[src/rtl/line_sensor_normalize_position_macros.svh]
// assertion macros for the line sensor normalisation block
// used by the top level only, expects signals named clock and reset in scope
`ifndef LINE_SENSOR_NORMALIZE_POSITION_MACROS_SVH
`define LINE_SENSOR_NORMALIZE_POSITION_MACROS_SVH

// same-cycle implication, disabled during reset
`define LSNP_ASSERT_IMPLIES(label, ante, cons, msg) \
   label: assert property (@(posedge clock) disable iff (reset) (ante) |-> (cons)) \
      else $error(msg);

// next-cycle implication, disabled during reset
`define LSNP_ASSERT_NEXT(label, ante, cons, msg) \
   label: assert property (@(posedge clock) disable iff (reset) (ante) |=> (cons)) \
      else $error(msg);

`endif

[src/rtl/lsnp_pkg.sv]
// shared constants, types and the channel weight table for the line sensor block
// no dependencies
package lsnp_pkg;

   localparam int CHANNELS    = 8;
   localparam int CH_BITS     = 3;
   localparam int SAMPLE_BITS = 12;
   localparam int OP_BITS     = 2;

   localparam int LEVEL_BITS  = 7;
   localparam int POS_BITS    = 10;
   localparam int BITS_WIDTH  = 8;
   localparam int MEAN_BITS   = 7;
   localparam int SUM_BITS    = 10;
   localparam int CNT_BITS    = 10;
   localparam int WSUM_BITS   = 20;
   localparam int WEIGHT_BITS = 10;

   localparam logic [LEVEL_BITS-1:0] LEVEL_FULL    = 7'd100;
   localparam logic [LEVEL_BITS-1:0] BIT_THRESHOLD = 7'd49;
   localparam logic [LEVEL_BITS-1:0] POS_THRESHOLD = 7'd10;

   // divider: quotient width and per-use quotient bit counts
   localparam int QUOT_BITS = 9;
   localparam int QCNT_BITS = 4;
   localparam logic [QCNT_BITS-1:0] LEVEL_QBITS = 4'd7;
   localparam logic [QCNT_BITS-1:0] POS_QBITS   = 4'd9;

   typedef enum logic [OP_BITS-1:0] {
      OP_MEASURE   = 2'd0,
      OP_CAL_RESET = 2'd1,
      OP_CALIBRATE = 2'd2
   } op_type;

   typedef enum logic [2:0] {
      S_IDLE,
      S_PREP,
      S_DIV,
      S_ACC,
      S_POS,
      S_PDIV,
      S_DONE
   } state_type;

   typedef struct packed {
      logic                 start;
      logic [QCNT_BITS-1:0] qbits;
   } div_ctrl_type;

   typedef struct packed {
      logic busy;
      logic done;
   } div_stat_type;

   // centroid weight of each channel
   function automatic logic signed [WEIGHT_BITS-1:0] chan_weight(input logic [CH_BITS-1:0] ch);
      logic signed [WEIGHT_BITS-1:0] w;
      case (ch)
         3'd0: w = -10'sd350;
         3'd1: w = -10'sd250;
         3'd2: w = -10'sd150;
         3'd3: w = -10'sd50;
         3'd4: w = 10'sd50;
         3'd5: w = 10'sd150;
         3'd6: w = 10'sd250;
         3'd7: w = 10'sd350;
         default: w = '0;
      endcase
      return w;
   endfunction

endpackage

[src/rtl/lsnp_if.sv]
// channel interfaces of the line sensor block: frame request, result and register write
// depends on lsnp_pkg
interface lsnp_req_if #(parameter int SAMPLE_BITS = lsnp_pkg::SAMPLE_BITS);
   logic                          valid;
   logic                          ready;
   logic [lsnp_pkg::OP_BITS-1:0]  op;
   logic [SAMPLE_BITS-1:0]        sample_ch0;
   logic [SAMPLE_BITS-1:0]        sample_ch1;
   logic [SAMPLE_BITS-1:0]        sample_ch2;
   logic [SAMPLE_BITS-1:0]        sample_ch3;
   logic [SAMPLE_BITS-1:0]        sample_ch4;
   logic [SAMPLE_BITS-1:0]        sample_ch5;
   logic [SAMPLE_BITS-1:0]        sample_ch6;
   logic [SAMPLE_BITS-1:0]        sample_ch7;

   modport source (output valid, op, sample_ch0, sample_ch1, sample_ch2, sample_ch3,
                   sample_ch4, sample_ch5, sample_ch6, sample_ch7, input ready);
   modport sink   (input valid, op, sample_ch0, sample_ch1, sample_ch2, sample_ch3,
                   sample_ch4, sample_ch5, sample_ch6, sample_ch7, output ready);
endinterface

interface lsnp_rsp_if;
   logic                                 valid;
   logic                                 ready;
   logic signed [lsnp_pkg::POS_BITS-1:0] line_position;
   logic [lsnp_pkg::BITS_WIDTH-1:0]      line_bits;
   logic [lsnp_pkg::MEAN_BITS-1:0]       mean_level;

   modport source (output valid, line_position, line_bits, mean_level, input ready);
   modport sink   (input valid, line_position, line_bits, mean_level, output ready);
endinterface

interface lsnp_csr_if;
   logic valid;
   logic ready;
   logic white_line_mode;

   modport source (output valid, white_line_mode, input ready);
   modport sink   (input valid, white_line_mode, output ready);
endinterface

[src/rtl/line_sensor_normalize_position.sv]
// top level of the eight-channel line sensor normalisation and centroid block
// depends on lsnp_pkg, lsnp_if, lsnp_div and the assertion macro header
//
// Takes one frame transaction at a time. Reset-calibration, calibrate and the unused
// op code complete in the cycle they are taken; the block is ready again next cycle.
// A measure runs the channels one after another through a single shared divider that
// yields one quotient bit per cycle; a channel whose range is empty or a single point
// skips the divider. The centroid division follows, skipped when no channel counts
// toward it, and the result register is loaded once the output register is free. The
// result sits in an output register until taken; a following frame is accepted
// meanwhile.
`include "line_sensor_normalize_position_macros.svh"

module line_sensor_normalize_position #(
   parameter int SAMPLE_BITS = lsnp_pkg::SAMPLE_BITS
) (
   input logic         clock,
   input logic         reset,
   lsnp_req_if.sink    req_chan,
   lsnp_rsp_if.source  rsp_chan,
   lsnp_csr_if.sink    csr_chan
);

   localparam int NUM_BITS      = SAMPLE_BITS + lsnp_pkg::LEVEL_BITS;
   localparam int MAG_BITS      = lsnp_pkg::WSUM_BITS - 1;
   localparam int DIVIDEND_BITS = (NUM_BITS > MAG_BITS) ? NUM_BITS : MAG_BITS;
   localparam int DIVISOR_BITS  = (SAMPLE_BITS > lsnp_pkg::CNT_BITS) ?
                                  SAMPLE_BITS : lsnp_pkg::CNT_BITS;
   localparam logic [lsnp_pkg::CH_BITS-1:0] CH_LAST =
      lsnp_pkg::CH_BITS'(lsnp_pkg::CHANNELS - 1);
   localparam logic [SAMPLE_BITS-1:0] SAMPLE_ONES = '1;

   lsnp_pkg::state_type                     state_ff, state_in;
   logic [lsnp_pkg::CH_BITS-1:0]            ch_ff;
   logic [SAMPLE_BITS-1:0]                  min_ff [lsnp_pkg::CHANNELS];
   logic [SAMPLE_BITS-1:0]                  max_ff [lsnp_pkg::CHANNELS];
   logic [SAMPLE_BITS-1:0]                  smp_ff [lsnp_pkg::CHANNELS];
   logic [SAMPLE_BITS-1:0]                  smp_in [lsnp_pkg::CHANNELS];
   logic                                    white_ff;
   logic [lsnp_pkg::LEVEL_BITS-1:0]         lvl_ff;
   logic [lsnp_pkg::SUM_BITS-1:0]           sum_ff;
   logic [lsnp_pkg::BITS_WIDTH-1:0]         bits_ff;
   logic [lsnp_pkg::CNT_BITS-1:0]           cnt_ff;
   logic signed [lsnp_pkg::WSUM_BITS-1:0]   wsum_ff;
   logic signed [lsnp_pkg::POS_BITS-1:0]    pos_ff;
   logic                                    rsp_valid_ff;
   logic signed [lsnp_pkg::POS_BITS-1:0]    rsp_pos_ff;
   logic [lsnp_pkg::BITS_WIDTH-1:0]         rsp_bits_ff;
   logic [lsnp_pkg::MEAN_BITS-1:0]          rsp_mean_ff;

   logic                                    accept;
   logic                                    out_free;
   logic [SAMPLE_BITS-1:0]                  cur_smp, cur_lo, cur_hi, clamped, span;
   logic                                    degen;
   logic [NUM_BITS-1:0]                     num_lvl;
   logic [lsnp_pkg::WSUM_BITS-1:0]          wsum_neg;
   logic [MAG_BITS-1:0]                     wsum_mag;
   logic [lsnp_pkg::LEVEL_BITS-1:0]         q_lvl, level;
   logic signed [lsnp_pkg::WSUM_BITS-1:0]   wprod;
   logic [DIVIDEND_BITS-1:0]                div_dividend;
   logic [DIVISOR_BITS-1:0]                 div_divisor;
   logic [lsnp_pkg::QUOT_BITS-1:0]          div_quot;
   lsnp_pkg::div_ctrl_type                  div_ctrl;
   lsnp_pkg::div_stat_type                  div_stat;

   // frame samples as an array
   assign smp_in[0] = req_chan.sample_ch0;
   assign smp_in[1] = req_chan.sample_ch1;
   assign smp_in[2] = req_chan.sample_ch2;
   assign smp_in[3] = req_chan.sample_ch3;
   assign smp_in[4] = req_chan.sample_ch4;
   assign smp_in[5] = req_chan.sample_ch5;
   assign smp_in[6] = req_chan.sample_ch6;
   assign smp_in[7] = req_chan.sample_ch7;

   assign accept   = req_chan.valid && req_chan.ready;
   assign out_free = !rsp_valid_ff || rsp_chan.ready;

   // per-channel clamp and scale numerator
   assign cur_smp = smp_ff[ch_ff];
   assign cur_lo  = min_ff[ch_ff];
   assign cur_hi  = max_ff[ch_ff];
   assign degen   = cur_hi <= cur_lo;
   assign clamped = (cur_smp < cur_lo) ? cur_lo : ((cur_smp > cur_hi) ? cur_hi : cur_smp);
   assign span    = cur_hi - cur_lo;
   assign num_lvl = NUM_BITS'(clamped - cur_lo) * NUM_BITS'(lsnp_pkg::LEVEL_FULL);

   // centroid numerator magnitude
   assign wsum_neg = -wsum_ff;
   assign wsum_mag = wsum_ff[lsnp_pkg::WSUM_BITS-1] ? wsum_neg[MAG_BITS-1:0]
                                                    : wsum_ff[MAG_BITS-1:0];

   // level from quotient, inverted for white line
   assign q_lvl = div_quot[lsnp_pkg::LEVEL_BITS-1:0];
   assign level = white_ff ? (lsnp_pkg::LEVEL_FULL - q_lvl) : q_lvl;
   assign wprod = lsnp_pkg::WSUM_BITS'($signed({1'b0, lvl_ff})) *
                  lsnp_pkg::WSUM_BITS'(lsnp_pkg::chan_weight(ch_ff));

   // divider operand select
   always_comb begin
      if (state_ff == lsnp_pkg::S_POS) begin
         div_dividend = DIVIDEND_BITS'(wsum_mag);
         div_divisor  = DIVISOR_BITS'(cnt_ff);
      end else begin
         div_dividend = DIVIDEND_BITS'(num_lvl);
         div_divisor  = DIVISOR_BITS'(span);
      end
   end

   lsnp_div #(
      .DIVIDEND_BITS (DIVIDEND_BITS),
      .DIVISOR_BITS  (DIVISOR_BITS)
   ) u_div (
      .clock    (clock),
      .reset    (reset),
      .ctrl     (div_ctrl),
      .stat     (div_stat),
      .dividend (div_dividend),
      .divisor  (div_divisor),
      .quotient (div_quot)
   );

   // next state
   always_comb begin
      state_in = state_ff;
      case (state_ff)
         lsnp_pkg::S_IDLE: begin
            if (accept && req_chan.op == lsnp_pkg::OP_MEASURE) begin
               state_in = lsnp_pkg::S_PREP;
            end
         end
         lsnp_pkg::S_PREP: begin
            state_in = degen ? lsnp_pkg::S_ACC : lsnp_pkg::S_DIV;
         end
         lsnp_pkg::S_DIV: begin
            if (div_stat.done) begin
               state_in = lsnp_pkg::S_ACC;
            end
         end
         lsnp_pkg::S_ACC: begin
            state_in = (ch_ff == CH_LAST) ? lsnp_pkg::S_POS : lsnp_pkg::S_PREP;
         end
         lsnp_pkg::S_POS: begin
            state_in = (cnt_ff == '0) ? lsnp_pkg::S_DONE : lsnp_pkg::S_PDIV;
         end
         lsnp_pkg::S_PDIV: begin
            if (div_stat.done) begin
               state_in = lsnp_pkg::S_DONE;
            end
         end
         lsnp_pkg::S_DONE: begin
            if (out_free) begin
               state_in = lsnp_pkg::S_IDLE;
            end
         end
         default: state_in = lsnp_pkg::S_IDLE;
      endcase
   end

   // handshake and divider control
   always_comb begin
      req_chan.ready = state_ff == lsnp_pkg::S_IDLE;
      csr_chan.ready = 1'b1;
      div_ctrl.start = 1'b0;
      div_ctrl.qbits = lsnp_pkg::LEVEL_QBITS;
      case (state_ff)
         lsnp_pkg::S_PREP: begin
            div_ctrl.start = !degen;
         end
         lsnp_pkg::S_POS: begin
            div_ctrl.start = cnt_ff != '0;
            div_ctrl.qbits = lsnp_pkg::POS_QBITS;
         end
         default: begin
            div_ctrl.start = 1'b0;
         end
      endcase
   end

   // control registers
   always_ff @(posedge clock) begin
      if (reset) begin
         state_ff     <= lsnp_pkg::S_IDLE;
         white_ff     <= 1'b0;
         rsp_valid_ff <= 1'b0;
      end else begin
         state_ff <= state_in;
         if (csr_chan.valid && csr_chan.ready) begin
            white_ff <= csr_chan.white_line_mode;
         end
         if (state_ff == lsnp_pkg::S_DONE && out_free) begin
            rsp_valid_ff <= 1'b1;
         end else if (rsp_chan.ready) begin
            rsp_valid_ff <= 1'b0;
         end
      end
   end

   // calibration range per channel
   always_ff @(posedge clock) begin
      for (int i = 0; i < lsnp_pkg::CHANNELS; i++) begin
         if (reset || (accept && req_chan.op == lsnp_pkg::OP_CAL_RESET)) begin
            min_ff[i] <= SAMPLE_ONES;
            max_ff[i] <= '0;
         end else if (accept && req_chan.op == lsnp_pkg::OP_CALIBRATE) begin
            if (smp_in[i] < min_ff[i]) begin
               min_ff[i] <= smp_in[i];
            end
            if (smp_in[i] > max_ff[i]) begin
               max_ff[i] <= smp_in[i];
            end
         end
      end
   end

   // measure datapath
   always_ff @(posedge clock) begin
      case (state_ff)
         lsnp_pkg::S_IDLE: begin
            if (accept) begin
               smp_ff  <= smp_in;
               ch_ff   <= '0;
               sum_ff  <= '0;
               bits_ff <= '0;
               cnt_ff  <= '0;
               wsum_ff <= '0;
            end
         end
         lsnp_pkg::S_PREP: begin
            if (degen) begin
               lvl_ff <= '0;
            end
         end
         lsnp_pkg::S_DIV: begin
            if (div_stat.done) begin
               lvl_ff <= level;
            end
         end
         lsnp_pkg::S_ACC: begin
            sum_ff <= sum_ff + lsnp_pkg::SUM_BITS'(lvl_ff);
            if (lvl_ff > lsnp_pkg::BIT_THRESHOLD) begin
               bits_ff[CH_LAST - ch_ff] <= 1'b1;
            end
            if (lvl_ff > lsnp_pkg::POS_THRESHOLD) begin
               cnt_ff  <= cnt_ff + lsnp_pkg::CNT_BITS'(lvl_ff);
               wsum_ff <= wsum_ff + wprod;
            end
            ch_ff <= ch_ff + 1'b1;
         end
         lsnp_pkg::S_POS: begin
            pos_ff <= '0;
         end
         lsnp_pkg::S_PDIV: begin
            if (div_stat.done) begin
               pos_ff <= wsum_ff[lsnp_pkg::WSUM_BITS-1] ? -lsnp_pkg::POS_BITS'(div_quot)
                                                        : lsnp_pkg::POS_BITS'(div_quot);
            end
         end
         lsnp_pkg::S_DONE: begin
            if (out_free) begin
               rsp_pos_ff  <= pos_ff;
               rsp_bits_ff <= bits_ff;
               rsp_mean_ff <= sum_ff[lsnp_pkg::SUM_BITS-1:3];
            end
         end
         default: begin
            lvl_ff <= lvl_ff;
         end
      endcase
   end

   // result channel
   assign rsp_chan.valid         = rsp_valid_ff;
   assign rsp_chan.line_position = rsp_pos_ff;
   assign rsp_chan.line_bits     = rsp_bits_ff;
   assign rsp_chan.mean_level    = rsp_mean_ff;

   // checks
   `LSNP_ASSERT_IMPLIES(a_div_start_idle, div_ctrl.start, !div_stat.busy, "divider restarted while busy")
   `LSNP_ASSERT_IMPLIES(a_div_done_wait, div_stat.done, state_ff == lsnp_pkg::S_DIV || state_ff == lsnp_pkg::S_PDIV, "divider finished outside a wait state")
   `LSNP_ASSERT_NEXT(a_result_hold, state_ff == lsnp_pkg::S_DONE && rsp_valid_ff && !rsp_chan.ready, state_ff == lsnp_pkg::S_DONE, "result overwrote an untaken transaction")
   `LSNP_ASSERT_IMPLIES(a_mean_range, rsp_valid_ff, rsp_mean_ff <= lsnp_pkg::LEVEL_FULL, "mean level above full scale")

endmodule

[src/rtl/lsnp_div.sv]
// shared restoring divider, one quotient bit per cycle, quotient known to fit qbits bits
// depends on lsnp_pkg
module lsnp_div #(
   parameter int DIVIDEND_BITS = 23,
   parameter int DIVISOR_BITS  = 12
) (
   input  logic                              clock,
   input  logic                              reset,
   input  lsnp_pkg::div_ctrl_type            ctrl,
   output lsnp_pkg::div_stat_type            stat,
   input  logic [DIVIDEND_BITS-1:0]          dividend,
   input  logic [DIVISOR_BITS-1:0]           divisor,
   output logic [lsnp_pkg::QUOT_BITS-1:0]    quotient
);

   localparam int SW = DIVISOR_BITS + lsnp_pkg::QUOT_BITS - 1;
   localparam int CW = (DIVIDEND_BITS > SW) ? DIVIDEND_BITS : SW;

   logic [DIVIDEND_BITS-1:0]           rem_ff;
   logic [SW-1:0]                      dsh_ff;
   logic [lsnp_pkg::QUOT_BITS-1:0]     quot_ff;
   logic [lsnp_pkg::QCNT_BITS-1:0]     cnt_ff;
   logic                               done_ff;
   logic                               ge;
   logic [DIVIDEND_BITS-1:0]           diff;

   // trial subtraction of the aligned divisor
   assign ge   = CW'(rem_ff) >= CW'(dsh_ff);
   assign diff = rem_ff - DIVIDEND_BITS'(dsh_ff);

   // step counter and done pulse
   always_ff @(posedge clock) begin
      if (reset) begin
         cnt_ff  <= '0;
         done_ff <= 1'b0;
      end else if (ctrl.start) begin
         cnt_ff  <= ctrl.qbits;
         done_ff <= 1'b0;
      end else if (cnt_ff != '0) begin
         cnt_ff  <= cnt_ff - 1'b1;
         done_ff <= (cnt_ff == lsnp_pkg::QCNT_BITS'(1));
      end else begin
         done_ff <= 1'b0;
      end
   end

   // remainder, aligned divisor and quotient
   always_ff @(posedge clock) begin
      if (ctrl.start) begin
         rem_ff  <= dividend;
         dsh_ff  <= SW'(divisor) << (ctrl.qbits - 1'b1);
         quot_ff <= '0;
      end else if (cnt_ff != '0) begin
         if (ge) begin
            rem_ff <= diff;
         end
         dsh_ff  <= dsh_ff >> 1;
         quot_ff <= {quot_ff[lsnp_pkg::QUOT_BITS-2:0], ge};
      end
   end

   assign stat.busy = cnt_ff != '0;
   assign stat.done = done_ff;
   assign quotient  = quot_ff;

endmodule

[src/flat_wrapper.sv]
// flat-port wrapper written by rule: the top's interface ports become plain ports
module line_sensor_normalize_position_flat 
#(
   parameter int SAMPLE_BITS = lsnp_pkg::SAMPLE_BITS
)
  (clock, reset, req_chan_valid, req_chan_op, req_chan_sample_ch0, req_chan_sample_ch1, req_chan_sample_ch2, req_chan_sample_ch3, req_chan_sample_ch4, req_chan_sample_ch5, req_chan_sample_ch6, req_chan_sample_ch7, req_chan_ready, rsp_chan_valid, rsp_chan_line_position, rsp_chan_line_bits, rsp_chan_mean_level, rsp_chan_ready, csr_chan_valid, csr_chan_white_line_mode, csr_chan_ready);
  lsnp_req_if #(.SAMPLE_BITS(SAMPLE_BITS)) req_chan_i ();
  lsnp_rsp_if rsp_chan_i ();
  lsnp_csr_if csr_chan_i ();
  input logic clock;
  input logic reset;
  input wire logic [$bits(req_chan_i.valid)-1:0] req_chan_valid;
  input wire logic [$bits(req_chan_i.op)-1:0] req_chan_op;
  input wire logic [$bits(req_chan_i.sample_ch0)-1:0] req_chan_sample_ch0;
  input wire logic [$bits(req_chan_i.sample_ch1)-1:0] req_chan_sample_ch1;
  input wire logic [$bits(req_chan_i.sample_ch2)-1:0] req_chan_sample_ch2;
  input wire logic [$bits(req_chan_i.sample_ch3)-1:0] req_chan_sample_ch3;
  input wire logic [$bits(req_chan_i.sample_ch4)-1:0] req_chan_sample_ch4;
  input wire logic [$bits(req_chan_i.sample_ch5)-1:0] req_chan_sample_ch5;
  input wire logic [$bits(req_chan_i.sample_ch6)-1:0] req_chan_sample_ch6;
  input wire logic [$bits(req_chan_i.sample_ch7)-1:0] req_chan_sample_ch7;
  output wire logic [$bits(req_chan_i.ready)-1:0] req_chan_ready;
  output wire logic [$bits(rsp_chan_i.valid)-1:0] rsp_chan_valid;
  output wire logic [$bits(rsp_chan_i.line_position)-1:0] rsp_chan_line_position;
  output wire logic [$bits(rsp_chan_i.line_bits)-1:0] rsp_chan_line_bits;
  output wire logic [$bits(rsp_chan_i.mean_level)-1:0] rsp_chan_mean_level;
  input wire logic [$bits(rsp_chan_i.ready)-1:0] rsp_chan_ready;
  input wire logic [$bits(csr_chan_i.valid)-1:0] csr_chan_valid;
  input wire logic [$bits(csr_chan_i.white_line_mode)-1:0] csr_chan_white_line_mode;
  output wire logic [$bits(csr_chan_i.ready)-1:0] csr_chan_ready;
  assign req_chan_i.valid = req_chan_valid;
  assign req_chan_i.op = req_chan_op;
  assign req_chan_i.sample_ch0 = req_chan_sample_ch0;
  assign req_chan_i.sample_ch1 = req_chan_sample_ch1;
  assign req_chan_i.sample_ch2 = req_chan_sample_ch2;
  assign req_chan_i.sample_ch3 = req_chan_sample_ch3;
  assign req_chan_i.sample_ch4 = req_chan_sample_ch4;
  assign req_chan_i.sample_ch5 = req_chan_sample_ch5;
  assign req_chan_i.sample_ch6 = req_chan_sample_ch6;
  assign req_chan_i.sample_ch7 = req_chan_sample_ch7;
  assign req_chan_ready = req_chan_i.ready;
  assign rsp_chan_valid = rsp_chan_i.valid;
  assign rsp_chan_line_position = rsp_chan_i.line_position;
  assign rsp_chan_line_bits = rsp_chan_i.line_bits;
  assign rsp_chan_mean_level = rsp_chan_i.mean_level;
  assign rsp_chan_i.ready = rsp_chan_ready;
  assign csr_chan_i.valid = csr_chan_valid;
  assign csr_chan_i.white_line_mode = csr_chan_white_line_mode;
  assign csr_chan_ready = csr_chan_i.ready;
  line_sensor_normalize_position #(.SAMPLE_BITS(SAMPLE_BITS)) u_core (.clock(clock), .reset(reset), .req_chan(req_chan_i), .rsp_chan(rsp_chan_i), .csr_chan(csr_chan_i));
endmodule
[config.mk]
export PLATFORM = sky130hd
export DESIGN_NAME = line_sensor_normalize_position_flat
export DESIGN_NICKNAME = d
export VERILOG_FILES = /design/src/rtl/lsnp_pkg.sv /design/src/rtl/lsnp_if.sv /design/src/rtl/line_sensor_normalize_position.sv /design/src/rtl/lsnp_div.sv /design/src/flat_wrapper.sv
export VERILOG_INCLUDE_DIRS = /design/src /design/src/rtl
export SDC_FILE = /design/constraint.sdc
export NUM_CORES = 1
export LEC_CHECK = 0
export CAP_MARGIN = 15
export CORE_ASPECT_RATIO = 0.8
export CORE_MARGIN = 2
export CORE_UTILIZATION = 45
export CTS_CLUSTER_SIZE = 28
export DETAILED_ROUTE_END_ITERATION = 16
export DONT_BUFFER_PORTS = 1
export GPL_ROUTABILITY_DRIVEN = 0
export HOLD_SLACK_MARGIN = 0.15
export MAX_ROUTING_LAYER = met4
export PLACE_DENSITY_LB_ADDON = 0.25
export RECOVER_POWER = 100
export SLEW_MARGIN = 20
export SYNTH_ARGS = -nofsm -noshare
export SYNTH_HDL_FRONTEND = slang
export SYNTH_SLANG_ARGS = --single-unit
[constraint.sdc]
create_clock -name clock -period 10.9 [get_ports clock]
set_input_delay 0.545 -clock clock [delete_from_list [all_inputs] [get_ports clock]]
set_output_delay 0.545 -clock clock [all_outputs]
set_load 0.01 [all_outputs]
==> out/results.env <==
RUN_STATUS='finished with violations'
VIOLATIONS_IN_THE_FINAL_REPORTS='max-capacitance violations, max-slew violations'
SYNTH_SEQ_CELLS=445
RR_STARTPOINT='u_core.ch_ff[1]'
MAXCLOCKFREQUENCY_MHz=103
DOMINANTREGCELLSYNTH='sky130_fd_sc_hd__edfxtp_1'
TIMING.HOLD.WORST_ENDPOINT='u_core.min_ff[5][0]'
FINAL_CELL_AREA_UM2=35200
ANTENNA_FOUND_INITIAL=6
DRT-TOTAL-WL_MM=97.7
WIRE_LENGTH_OF_THE_FIRST_GLOBAL_ROUTING_PASS_MM=146
FINAL_ANTENNA_NET_COUNT=0
START_UTIL_PCT=45.3
INSERTION_DELAY_NS=0.66
COMBINATIONAL_FAMILY_WITH_THE_MOST_AREA_AFTER_SYNTHESIS='adder cells'
CRITICAL_PATH_REQUIRED_NS=11.23
FINALCRITICALPERIOD_NS=9.74
WORST_HOLD_STARTPOINT='req_chan_sample_ch5[0]'
DRT-VIAS-PER-INSTANCE=5.87
CTS.REPORTEDPATHS.CLKPINSLEW_NS=0.06
R2R.WORST_PATH.CELLS=31
MOST_COMMON_CELL_ON_CRIT_PATH='sky130_fd_sc_hd__ha_1'
CTS-ROOT-BUF='sky130_fd_sc_hd__clkbuf_16'
FINAL_CELL_COUNT_NO_FILL=4024
IO_PINS=132
DRV.MAX_CAP_VIOLATION_COUNT=7
SYNTH_TOP_CELL_AREA_SHARE_PCT=39.6
PLACE.DETAILED.INSTANCES=3824
NUMBER_OF_BUFFERS_ADDED_BY_THE_CLOCK_TREE_SYNTHESIS_STEP=50
FLOORPLAN.CORE_AREA_UM2=70200
FINALPOWER_mW=7.63
SYNTHMUXAREASHARE_PCT=5.93
LAYOUT-AREA-OVERHEAD-VS-SYNTH_PCT=10.9
PWR_DENSITY_CELL_nW_PER_UM2=217
FLOORPLAN.ROWS=87
R2R_SETUP_SLACK_NS=1.16
VDD.IR_DROP.WORST_mV=0.222
DRC=0
PLACEMENT.CELL_AREA_UM2=32700
HOLD_CLASS='input port to flop'
SYNTH.LARGEST_AREA_CELL='sky130_fd_sc_hd__edfxtp_1'
GRT_OVERFLOW_TOTAL=0
FIN_NETS=3587
CTS_RESIZED=0
FINAL_ROUTED_WIRE_LENGTH_DIVIDED_BY_CELL_COUNT_UM=24.3
YS_WARN_COUNT=0
SYNTH_SIMPLE_GATE_AREA_SHARE_PCT=11.4
TIMING.CRITICAL_PATH.FROM_TYPE='flop'
DETAILROUTE.VIA_COUNT=23600
LAYOUT-DRIVE-GT1-SHARE_PCT=6.97
END_KIND='flop'
POST-CTS-SETUP-BUFFER-COUNT=0
DIE_H_UM=242
CRIT_FANOUT=26
SYNTH-EDFF-COUNT=419
FINALCLOCKSKEW_NS=0.0633
SYN_INST=2967
CPPEAKSTAGEDELAY_NS=1.05
POST_SYNTH.CELL_AREA_AVG_UM2=10.7
CRITPATHKIND='flop to flop'
DETAILEDPLACEMENTHPWL_MM=72.8
DR.PASS1.ITERS=6
SYNTH_COMPOUND_AREA_SHARE_PCT=11.9
RSZ0062_AT_GRT='no'
WHS_PATH_DEPTH=2
SETUP_VIOL=0
FIRST_ITER_VIOLATIONS=2710
CLOCK_TREE_FROM_TRITONCTS='built'
YS_TOP_CELLS_BY_COUNT='sky130_fd_sc_hd__inv_1, sky130_fd_sc_hd__edfxtp_1, sky130_fd_sc_hd__ha_1, sky130_fd_sc_hd__nor2_1, sky130_fd_sc_hd__nand2_1'
ARRIVAL_NS=10.07
DIE_AREA_UM2=72800
SYNTH.NET_COUNT=3513
GLOBAL_ROUTING_USAGE_SUMMED_ACROSS_ALL_ROUTING_LAYERS_PCT=27.5
CLOCK_SINK_COUNT=445
YS_ASYNC_SR_FRACTION_PCT=0
POST_ROUTE_SETUP_TNS_NS=0
CRIT_START='u_core.ch_ff[1]'
FINAL_WORST_PATH_PERIOD_SHARE_PCT=89.4
SYNTH_CELL_TYPES=78
PLACE.PORT_BUFFERS=0
TOTAL_STANDARD_CELL_AREA_AFTER_SYNTHESIS_UM2=31800
P_LEAK_nW=15.1
DIE_W_UM=301
CLK_PATH_BUF_DEPTH=3
CRIT_PATH_SLOWEST_CELL='sky130_fd_sc_hd__edfxtp_1'
DOMINANT_CELLS_BY_AREA_AFTER_SYNTHESIS='sky130_fd_sc_hd__edfxtp_1, sky130_fd_sc_hd__ha_1, sky130_fd_sc_hd__fa_1, sky130_fd_sc_hd__inv_1, sky130_fd_sc_hd__mux4_2'
CLOCK_TREE.HTREE_LEVEL_COUNT=2
MAXIMUM_NUMBER_OF_PINS_ON_ONE_NET_BEFORE_GLOBAL_ROUTE_REPAIR=77
REPORT.FINAL.HOLD_VIOL_COUNT=0
YS_SEQ_AREA_SHARE_PCT=41.2
POST_SYNTH_XOR_AREA_FRACTION_PCT=2.85
WORST_SLEW_MARGIN_RELATIVE_TO_ITS_LIMIT_PCT=-177
TIGHTEST_SLEW_NS=4.15
SYNTH_MOST_COMMON_CELL='sky130_fd_sc_hd__inv_1'
POST_SYNTH_FA_HA_MAJ_AREA_FRACTION_PCT=19.6
FINALMAXSLEWVIOLATIONS=236
TIMING.RR.END='u_core.u_div.rem_ff[18]'
NUMBER_OF_GLOBAL_ROUTE_VIAS_BEFORE_REPAIR=23300
## registers in the layout, indices dropped and copies added (netlist names), 7 cells and up, named ones only
signal                         flops
u_core.min_ff                     96
u_core.u_div.rem_ff               19
u_core.max_ff                     96
u_core.u_div.quotient              9
u_core.smp_ff                     96
u_core.bits_ff                     8
u_core.wsum_ff                    19
u_core.lvl_ff                      7
u_core.pos_ff                     10
u_core.rsp_chan.line_bits          8
u_core.rsp_chan.line_position     10
u_core.sum_ff                     10
u_core.u_div.dsh_ff               20
u_core.cnt_ff                     10
u_core.rsp_chan.mean_level         7
## per-stage QoR
stage / hold slack (ns) / setup slack [ns] / util (%)
after floorplan: 0.400 / 3.28 / -
after global placement: 0.404 / 2.17 / 46.6
after detailed placement: 0.405 / 1.81 / 46.6
after CTS: 0.150 / 1.79 / 50.3
after global routing: 0.180 / 0.607 / 50.2
final: 0.195 / 1.16 / 50.2
## repair_timing
item / in CTS / in global routing
endpoints found under the hold margin: 252 / 0
hold buffers: 99 / 0
setup endpoints to repair: 0 / 0
## worst max path at each step
stage / to / cells after the start / slack (ns)
after global routing: u_core.u_div.rem_ff[18] / 34 / 0.61
after detailed placement: u_core.u_div.rem_ff[18] / 31 / 1.81
after floorplan: u_core.u_div.rem_ff[18] / 35 / 3.28
after CTS: u_core.u_div.rem_ff[18] / 31 / 1.79
final: u_core.u_div.rem_ff[18] / 31 / 1.16
after global placement: u_core.u_div.rem_ff[18] / 32 / 2.17
## metal layers
layer	up-vias	GRT usage, %	part of all wire [%]
met5	-	-	0
met4	0	7.86	3.2
met3	209	8.26	12
met2	1149	40.0	43
met1	11600	37.2	42
li1	10700	-	-
## layout by cell type, fill, tap and decap left out, types with 31 or more instances in the layout
| master | count |
|---|---|
| sky130_fd_sc_hd__nand4_1 | 37 |
| sky130_fd_sc_hd__clkbuf_16 | 50 |
| sky130_fd_sc_hd__mux4_2 | 52 |
| sky130_fd_sc_hd__nand3_1 | 31 |
| sky130_fd_sc_hd__ha_1 | 349 |
| sky130_fd_sc_hd__inv_1 | 474 |
| sky130_fd_sc_hd__xor2_1 | 39 |
| sky130_fd_sc_hd__dlygate4sd3_1 | 99 |
| sky130_fd_sc_hd__mux2i_1 | 50 |
| sky130_fd_sc_hd__o211ai_1 | 73 |
| sky130_fd_sc_hd__and2_0 | 42 |
| sky130_fd_sc_hd__nor3_1 | 45 |
| sky130_fd_sc_hd__o21ai_0 | 105 |
| sky130_fd_sc_hd__xnor2_1 | 62 |
| sky130_fd_sc_hd__edfxtp_1 | 419 |
| sky130_fd_sc_hd__or2_2 | 42 |
| sky130_fd_sc_hd__nand2b_1 | 46 |
| sky130_fd_sc_hd__nor4_1 | 39 |
| sky130_fd_sc_hd__and2_1 | 57 |
| sky130_fd_sc_hd__a21o_1 | 83 |
| sky130_fd_sc_hd__nor2_1 | 157 |
| sky130_fd_sc_hd__fa_1 | 93 |
| sky130_fd_sc_hd__nand2_1 | 142 |
| sky130_fd_sc_hd__a21oi_1 | 137 |
## report_power, final
part	total, mW	leakage, nW	switching, mW	internal (mW)
logic	3.69	10.2	2.14	1.54
registers	2.30	4.09	0.151	2.15
clock network	1.65	0.764	0.755	0.892
total	7.63	15.1	3.05	4.58
## kinds of logic (layout without fill, tap and decap cells)
group,after synthesis,in the layout
compound gates,571,571
other cells,2,9
mux,121,121
xor+xnor,102,102
simple gates,704,704
fa+ha+maj,442,442
buf+inv,580,696
flops,445,445
## critical path, delay by kind of cell (launching register included)
family / cells / cell delay (ns)
AO/OA/AOI/OAI: 12 / 3.59
buffers and inverters: 3 / 0.57
multiplexers: 2 / 0.46
flip-flops: 1 / 1.05
XOR/XNOR: 2 / 0.50
adder cells (fa/ha/maj): 6 / 2.07
AND/OR/NAND/NOR: 6 / 1.18
## final cells by class
type                       instances  area, um2
timing repair buffer             127       1140
inverter                         475       1780
antenna                            7       17.5
clock inverter                    31        253
sequential                       445      13100
multi-input combinational       1942      16400
fill                            6293      35000
tap                              934       1170
clock buffer                      63       1320
(Power assumes the default switching activity.)
